==> config.mk <==
export PLATFORM = sky130hd
export DESIGN_NAME = lsp_pixel_map
export DESIGN_NICKNAME = d
export VERILOG_FILES = /design/src/rtl/lidar_spherical_projection_core_defines.svh /design/src/rtl/lsp_pkg.sv /design/src/rtl/lsp_pixel_map.sv
export SDC_FILE = /design/constraint.sdc
export NUM_CORES = 2
export LEC_CHECK = 0
export BUFFER_PORTS_ARGS = -buffer_cell sky130_fd_sc_hd__buf_2
export CORE_MARGIN = 5
export CORE_UTILIZATION = 50
export DETAILED_ROUTE_END_ITERATION = 8
export GPL_TIMING_DRIVEN = 0
export PLACE_DENSITY = 0.65
export SLEW_MARGIN = 20
export SYNTH_ARGS = -nofsm -noshare
export SYNTH_HDL_FRONTEND = slang
export SYNTH_SLANG_ARGS = --single-unit
==> constraint.sdc <==
create_clock -name clk -period 5.7 [get_ports clk]
set_input_delay 1.14 -clock clk [delete_from_list [all_inputs] [get_ports clk]]
set_output_delay 1.14 -clock clk [all_outputs]
set_load 0.05 [all_outputs]
==> src/rtl/lidar_spherical_projection_core_defines.svh <==
// Assertion macros used by the lidar projection core.
`ifndef LIDAR_SPHERICAL_PROJECTION_CORE_DEFINES_SVH
`define LIDAR_SPHERICAL_PROJECTION_CORE_DEFINES_SVH

// Condition must hold at every edge out of reset.
`define LSP_ASSERT_ALWAYS(label, cond, msg) \
	label: assert property (@(posedge clk) disable iff (!arst_n) (cond)) else $error(msg);

// Consequent must hold in the same cycle as the antecedent.
`define LSP_ASSERT_IMPLIES(label, ante, cons, msg) \
	label: assert property (@(posedge clk) disable iff (!arst_n) (ante) |-> (cons)) \
	else $error(msg);

`endif

==> src/rtl/lsp_pkg.sv <==
// Shared types and constants of the lidar spherical projection core.
package lsp_pkg;

	localparam int SCALE_W    = 32;  // coordinates scaled to this width
	localparam int SQRT_IN_W  = 64;
	localparam int SQRT_OUT_W = 32;
	localparam int SQRT_REM_W = 34;
	localparam int CORDIC_W   = 36;
	localparam int ANGLE_W    = 34;  // binary angle, full turn = 2^32
	localparam int TABLE_LEN  = 24;
	localparam int TABLE_IDX_W = 5;

	localparam int RANGE_W  = 20;
	localparam int COL_W    = 12;
	localparam int ROW_W    = 8;
	localparam int INDEX_W  = 20;
	localparam int FOV_W    = 16;
	localparam int FOV_MAG_W = 17;
	localparam int WIDTH_W  = 13;
	localparam int HEIGHT_W = 9;
	localparam int H_SPAN_W = 25;
	localparam int DIV_STEPS = 8;

	localparam int MAX_WIDTH  = 4096;
	localparam int MAX_HEIGHT = 256;

	localparam int CFG_INDEX_W = 2;
	localparam logic [CFG_INDEX_W-1:0] CFG_FOV_UP       = 2'd0;
	localparam logic [CFG_INDEX_W-1:0] CFG_FOV_DOWN     = 2'd1;
	localparam logic [CFG_INDEX_W-1:0] CFG_IMAGE_WIDTH  = 2'd2;
	localparam logic [CFG_INDEX_W-1:0] CFG_IMAGE_HEIGHT = 2'd3;

	localparam logic [FOV_W-1:0]    FOV_UP_RESET   = 16'd768;
	localparam logic [FOV_W-1:0]    FOV_DOWN_RESET = 16'hE700;  // -6400
	localparam logic [WIDTH_W-1:0]  WIDTH_RESET    = 13'd2048;
	localparam logic [HEIGHT_W-1:0] HEIGHT_RESET   = 9'd64;

	localparam logic signed [ANGLE_W-1:0] QUARTER_TURN = 34'sd1073741824;
	localparam logic signed [ANGLE_W:0]   HALF_TURN    = 35'sd2147483648;
	localparam logic signed [17:0]        TURN_DEG256  = 18'sd92160;

	// atan(2^-i) as binary angle, rounded to nearest
	localparam logic [31:0] ATAN_TABLE [0:TABLE_LEN-1] = '{
		32'h20000000, 32'h12E4051E, 32'h09FB385B, 32'h051111D4,
		32'h028B0D43, 32'h0145D7E1, 32'h00A2F61E, 32'h00517C55,
		32'h0028BE53, 32'h00145F2F, 32'h000A2F98, 32'h000517CC,
		32'h00028BE6, 32'h000145F3, 32'h0000A2FA, 32'h0000517D,
		32'h000028BE, 32'h0000145F, 32'h00000A30, 32'h00000518,
		32'h0000028C, 32'h00000146, 32'h000000A3, 32'h00000051
	};

	// configuration values derived for the datapath
	typedef struct packed {
		logic [WIDTH_W-1:0]   w_eff;
		logic [HEIGHT_W-1:0]  h_eff;
		logic [FOV_MAG_W-1:0] up_mag;
		logic [FOV_MAG_W-1:0] fov_sum;
		logic [H_SPAN_W-1:0]  h_span;
		logic                 col_zero;
		logic                 row_zero;
	} cfg_t;

endpackage

==> src/rtl/lsp_pixel_map.sv <==
// Angle to pixel mapping: column, row (pipelined divide), flat index, output register.
module lsp_pixel_map (
	input  logic                               clk,
	input  logic                               arst_n,
	input  logic                               en,
	input  logic                               in_valid,
	input  logic signed [lsp_pkg::ANGLE_W-1:0] yaw,
	input  logic signed [lsp_pkg::ANGLE_W-1:0] pitch,
	input  logic [lsp_pkg::RANGE_W-1:0]        range_in,
	input  logic                               last_in,
	input  lsp_pkg::cfg_t                      cfg,
	output logic                               out_valid,
	output logic [lsp_pkg::RANGE_W-1:0]        point_range,
	output logic [lsp_pkg::COL_W-1:0]          pixel_column,
	output logic [lsp_pkg::ROW_W-1:0]          pixel_row,
	output logic [lsp_pkg::INDEX_W-1:0]        pixel_index,
	output logic                               last_out
);

	localparam int DS  = lsp_pkg::DIV_STEPS;
	localparam int AW  = lsp_pkg::ANGLE_W;
	localparam int RNW = lsp_pkg::RANGE_W;
	localparam int CLW = lsp_pkg::COL_W;
	localparam int RWW = lsp_pkg::ROW_W;
	localparam int HSW = lsp_pkg::H_SPAN_W;
	localparam int WW  = lsp_pkg::WIDTH_W;
	localparam int CPW = WW + AW + 2;    // column product
	localparam int PPW = AW + 18;        // pitch times turn
	localparam int NW  = 54;             // row numerator
	localparam int HNW = 64;

	// s1: products
	logic                  v_s1;
	logic signed [CPW-1:0] colp_s1;
	logic signed [PPW-1:0] pitp_s1;
	logic [RNW-1:0]        rng_s1;
	logic                  last_s1;
	logic signed [AW:0]    yaw_off;

	assign yaw_off = lsp_pkg::HALF_TURN - (AW+1)'(yaw);

	// s2: column done, row numerator
	logic                  v_s2;
	logic [CLW-1:0]        col_s2;
	logic signed [NW-1:0]  num_s2;
	logic [RNW-1:0]        rng_s2;
	logic                  last_s2;
	logic signed [CPW-33:0] col_raw;
	logic [CLW-1:0]        col_d;

	assign col_raw = $signed(colp_s1[CPW-1:32]);

	always_comb begin
		if (cfg.col_zero || col_raw[CPW-33]) begin
			col_d = '0;
		end else if (col_raw >= $signed((CPW-32)'({1'b0, cfg.w_eff}))) begin
			col_d = CLW'(cfg.w_eff - WW'(1));
		end else begin
			col_d = col_raw[CLW-1:0];
		end
	end

	// s3: height times numerator
	logic                  v_s3;
	logic signed [HNW-1:0] hn_s3;
	logic [CLW-1:0]        col_s3;
	logic [RNW-1:0]        rng_s3;
	logic                  last_s3;

	// s4: scaled quotient, range checks
	logic                  v_s4;
	logic [HSW-1:0]        rem_s4;
	logic                  neg_s4;
	logic                  big_s4;
	logic [CLW-1:0]        col_s4;
	logic [RNW-1:0]        rng_s4;
	logic                  last_s4;
	logic signed [31:0]    q_d;

	assign q_d = $signed(hn_s3[HNW-1:32]);

	// divide stages
	logic [HSW-1:0] dv_rem  [0:DS-1];
	logic [RWW-1:0] dv_quo  [0:DS-1];
	logic [CLW-1:0] dv_col  [0:DS-1];
	logic [RNW-1:0] dv_rng  [0:DS-1];
	logic [HSW-1:0] src_rem [0:DS-1];
	logic [RWW-1:0] src_quo [0:DS-1];
	logic [HSW-1:0] nx_rem  [0:DS-1];
	logic [RWW-1:0] nx_quo  [0:DS-1];
	logic [DS-1:0]  dv_neg;
	logic [DS-1:0]  dv_big;
	logic [DS-1:0]  dv_last;
	logic [DS-1:0]  dv_v;

	always_comb begin
		src_rem[0] = rem_s4;
		src_quo[0] = '0;
		for (int j = 1; j < DS; j++) begin
			src_rem[j] = dv_rem[j-1];
			src_quo[j] = dv_quo[j-1];
		end
		for (int j = 0; j < DS; j++) begin
			if (src_rem[j] >= (HSW'(cfg.fov_sum) << (DS - 1 - j))) begin
				nx_rem[j] = src_rem[j] - (HSW'(cfg.fov_sum) << (DS - 1 - j));
				nx_quo[j] = {src_quo[j][RWW-2:0], 1'b1};
			end else begin
				nx_rem[j] = src_rem[j];
				nx_quo[j] = {src_quo[j][RWW-2:0], 1'b0};
			end
		end
	end

	// s13: row select, flat index
	logic                v_s13;
	logic [RNW-1:0]      rng_s13;
	logic [CLW-1:0]      col_s13;
	logic [RWW-1:0]      row_s13;
	logic [RNW-1:0]      idx_s13;
	logic                last_s13;
	logic [RWW-1:0]      row_d;

	always_comb begin
		if (cfg.row_zero || dv_neg[DS-1]) begin
			row_d = '0;
		end else if (dv_big[DS-1]) begin
			row_d = RWW'(cfg.h_eff - lsp_pkg::HEIGHT_W'(1));
		end else begin
			row_d = dv_quo[DS-1];
		end
	end

	always_ff @(posedge clk or negedge arst_n) begin
		if (!arst_n) begin
			v_s1  <= 1'b0;
			v_s2  <= 1'b0;
			v_s3  <= 1'b0;
			v_s4  <= 1'b0;
			dv_v  <= '0;
			v_s13 <= 1'b0;
		end else if (en) begin
			v_s1  <= in_valid;
			v_s2  <= v_s1;
			v_s3  <= v_s2;
			v_s4  <= v_s3;
			dv_v  <= {dv_v[DS-2:0], v_s4};
			v_s13 <= dv_v[DS-1];
		end
	end

	always_ff @(posedge clk) begin
		if (en) begin
			colp_s1 <= $signed({1'b0, cfg.w_eff}) * yaw_off;
			pitp_s1 <= pitch * lsp_pkg::TURN_DEG256;
			rng_s1  <= range_in;
			last_s1 <= last_in;

			col_s2  <= col_d;
			num_s2  <= $signed({5'b0, cfg.up_mag, 32'b0}) - NW'(pitp_s1);
			rng_s2  <= rng_s1;
			last_s2 <= last_s1;

			hn_s3   <= $signed({1'b0, cfg.h_eff}) * num_s2;
			col_s3  <= col_s2;
			rng_s3  <= rng_s2;
			last_s3 <= last_s2;

			rem_s4  <= q_d[HSW-1:0];
			neg_s4  <= q_d[31];
			big_s4  <= !q_d[31] && (q_d[30:0] >= 31'(cfg.h_span));
			col_s4  <= col_s3;
			rng_s4  <= rng_s3;
			last_s4 <= last_s3;

			dv_neg  <= {dv_neg[DS-2:0], neg_s4};
			dv_big  <= {dv_big[DS-2:0], big_s4};
			dv_last <= {dv_last[DS-2:0], last_s4};
			dv_col[0] <= col_s4;
			dv_rng[0] <= rng_s4;
			for (int j = 0; j < DS; j++) begin
				dv_rem[j] <= nx_rem[j];
				dv_quo[j] <= nx_quo[j];
			end
			for (int j = 1; j < DS; j++) begin
				dv_col[j] <= dv_col[j-1];
				dv_rng[j] <= dv_rng[j-1];
			end

			rng_s13  <= dv_rng[DS-1];
			col_s13  <= dv_col[DS-1];
			row_s13  <= row_d;
			idx_s13  <= RNW'(21'(row_d) * 21'(cfg.w_eff) + 21'(dv_col[DS-1]));
			last_s13 <= dv_last[DS-1];
		end
	end

	assign out_valid    = v_s13;
	assign point_range  = rng_s13;
	assign pixel_column = col_s13;
	assign pixel_row    = row_s13;
	assign pixel_index  = idx_s13;
	assign last_out     = last_s13;

endmodule

==> impl_results.md <==
* Status: finished with violations
* Failing checks: setup timing
* Final Wtd Congestion at around 0.9
* Worst Hold Class: input port to async pin
* Critical R2R Capture: hn_s3[53]
* Core area at around 140,000 um^2
* DRT Pass-1 Iters at 5
* Area added between synthesis and finish at 15.3%
* Synth area leader: edfxtp_1
* M1 wire length at between 70,000 and 80,000 um
* Fin. Hold Viols at 0
* CTS tree: built
* Post-synthesis cell area at between 70,000 and 80,000 um^2
* Routed WL at 173,000 um
* WS Path Type: input port to flip-flop
* Register-to-Register Path Depth at 19
* Syn_nets at 8,099
* Initial Util at just over 50%
* Rows at approximately 140
* 1st-iter DRT viols at 3,059
* Port bufs at approximately 220
* Worst slew margin at around a quarter
* # IOs at around 240
* Slew Viols, Final at 0
* Final cell count without fillers at between 8,000 and 9,000
* Multi-input gate area at between 40,000 and 50,000 um^2
* Inst Count DP at 8,622
* CP max stage delay at 0.54 ns
* Slew @ Worst Pin at 1.10 ns
* Mapped Cells at between 6,000 and 7,000
* Worst r2r src: num_s2[21]
* Detailed-route wire length per cell at 19.3 um
* Met2 WL post-DR at between 80,000 and 90,000 um
* Min setup slack post-route at -3.11 ns
* Tot GR Track Use at 22.8%
* Register area share after synthesis at a little over a third
* Initial antenna violation count at 31
* Setup crit start: yaw[1]
* DIE HEIGHT at about 390 um
* Worst Setup End Kind: flip-flop
* Syn avg cell area at roughly 11 um^2
* Startpoint class of the critical path: input port
* Die W at around 390 um
* Number of fill cells in the layout at between 10,000 and 15,000
* Final period util at 155%
* Maximum clock path buffer count at 3
* Finished Core Util at roughly three fifths
* Yosys warns at 0
* Fraction of layout cells with a size suffix above 1 at 13.9%
* Post-Place Setup Slack at -4.49 ns
* Post-synth top flop: edfxtp_1
* DRC viols at 0
* Period minus WS final at ~9 ns
* Clock skew at around 0.042 ns
* CTS H-tree lvls at 3
* Vias in the first global route at between 50,000 and 60,000
* RSZ-0062 raised after global routing: yes
* Worst-Skew Late Latency at 0.71 ns
* Max Cap Viol at 0
* Most used cell, CP: fa_1
* Setup crit end: colp_s1[45]
* Top-count cell post-synth: inv_1
* Setup violators final at 20
* Yosys reg bits at ~840
* Total CTS buffers at between 90 and 100
* Hpwl dp at 134,000 um
* Final layout net count at approximately 8,600
* Synth unique cells at between 70 and 80
* Top cells by area, synth: edfxtp_1 35%, fa_1 24%, ha_1 9.8%, inv_1 6.1%, and2_1 4.3%
* Share of the synthesized area in the top cell type at 34.9%
* Top layer in use: met5
* Largest net degree at the start of global routing at 110
* Worst EP arrival at approximately 9 ns
* Post-synth EDFFs at 830
* Clock net sink count at approximately 840
* Most frequent cells after synthesis: 1,169 x inv_1, 861 x fa_1, 830 x edfxtp_1
* Root buffer cell: clkbuf_16
* Routed wl met3 at 11,400 um
* First-pass GRT wire length at about 270,000 um
* Synth async-reset ratio at about 1.5%
* Critical Path RT at approximately 6.1 ns
* Fmax at between 100 and 150 MHz
* Total grt overflow at 0
* Register area at between 20,000 and 30,000 um^2
* R2R setup slack at about 0.070 ns
* CP max stage cell: fa_1
* Via count at 47,800
* ANT nets after route at 0
* Clock slew at reported path FFs at around 0.060 ns
* DIE AREA at ~150,000 um^2
* Vias per Instance at between 5 and 6
* CP max FO at 6
layer usage:
metal / vias up / global-route usage (%)
met5: - / 0
met4: 14 / 7.68
met3: 320 / 4.65
met2: 1331 / 37.7
met1: 23900 / 30.4
li1: 22300 / -
logic make-up after synthesis:
group / synth area share, %
AO/OA/AOI/OAI: 7.22
XOR/XNOR: 3.63
multiplexers: 0.530
adder cells (fa/ha/maj): 33.9
flip-flops: 35.3
buffers and inverters: 7.13
AND/OR/NAND/NOR: 12.3
worst max-delay path: cells and delay by family:
family / cells / cell delay (ns)
XOR/XNOR: 2 / 0.32
AO/OA/AOI/OAI: 6 / 1.03
buffers and inverters: 9 / 0.84
AND/OR/NAND/NOR: 9 / 2.58
adder cells (fa/ha/maj): 7 / 3.32
area by class of cell:
type                            instances  area share [%]
Antenna cell                           17          0.0516
Buffer                                177            1.58
Clock buffer                          109            2.93
Clock inverter                         64           0.764
Inverter                             1171            5.35
Multi-Input combinational cell       4305            52.3
Sequential cell                       843            30.6
Tap cell                             1890            2.87
Timing Repair Buffer                  385            3.47
state kept, by name, indices dropped and copies added, names as in the netlist, 12 cells and up:
signal / cells
dv_quo: 36
point_range: 20
rem_s4: 25
rng_s2: 20
colp_s1: 17
pixel_index: 20
num_s2: 42
pixel_column: 12
rng_s4: 20
hn_s3: 31
dv_rem: 175
col_s2: 12
pitp_s1: 41
col_s3: 12
rng_s1: 20
dv_col: 96
col_s4: 12
rng_s3: 20
dv_rng: 160
how the worst min path moves through the flow:
stage,startpoint,to,slack (ns),cells past startpoint
floorplan,col_s2[0],col_s3[0],0.40,0
global placement,dv_big[6],dv_big[7],0.40,0
detailed placement,col_s2[5],col_s3[5],0.40,0
CTS,arst_n,v_s3,0.28,1
global route,arst_n,v_s3,0.30,1
finish,arst_n,out_valid,0.32,1
placed cells by master (no fill, tap or decap), types with 37 or more instances in the layout:
cell and instances:
edfxtp_1 830, nand2b_1 38, nor2_1 186, ha_1 502, o21a_1 46, a21o_1 102, nand4_1 43, buf_4 119
a21oi_1 186, xor2_1 90, nor2b_1 37, nand2_1 613, xnor2_1 186, inv_1 1129, o21ai_0 173, clkbuf_1 104
ha_4 48, nor3_1 71, nand3_1 62, inv_2 39, buf_2 218, fa_1 830, and2_1 471, buf_6 39
clkbuf_16 113
what timing repair did:
action / 4_1_cts / 5_1_grt
pin swaps: 112 / 170
hold buffers: 0 / 0
setup endpoints to repair: 53 / 48
gates resized for setup: 203 / 209
buffers inserted: 75 / 74
gates cloned: 3 / 12
per-stage QoR:
stage / setup TNS (ns) / hold slack, ns / cell area, um^2
after floorplan: -55.81 / 0.400 / 72700
after CTS: -51.24 / 0.280 / 81000
after global placement: -7826.51 / 0.400 / 76200
final: -48.10 / 0.318 / 82400
after detailed placement: -113.72 / 0.405 / 76400
after global routing: -53.22 / 0.298 / 82400
Power is left out: the tool's default activity adds up to more than one toggle a clock period on the data nets, which glitch-free logic cannot reach.
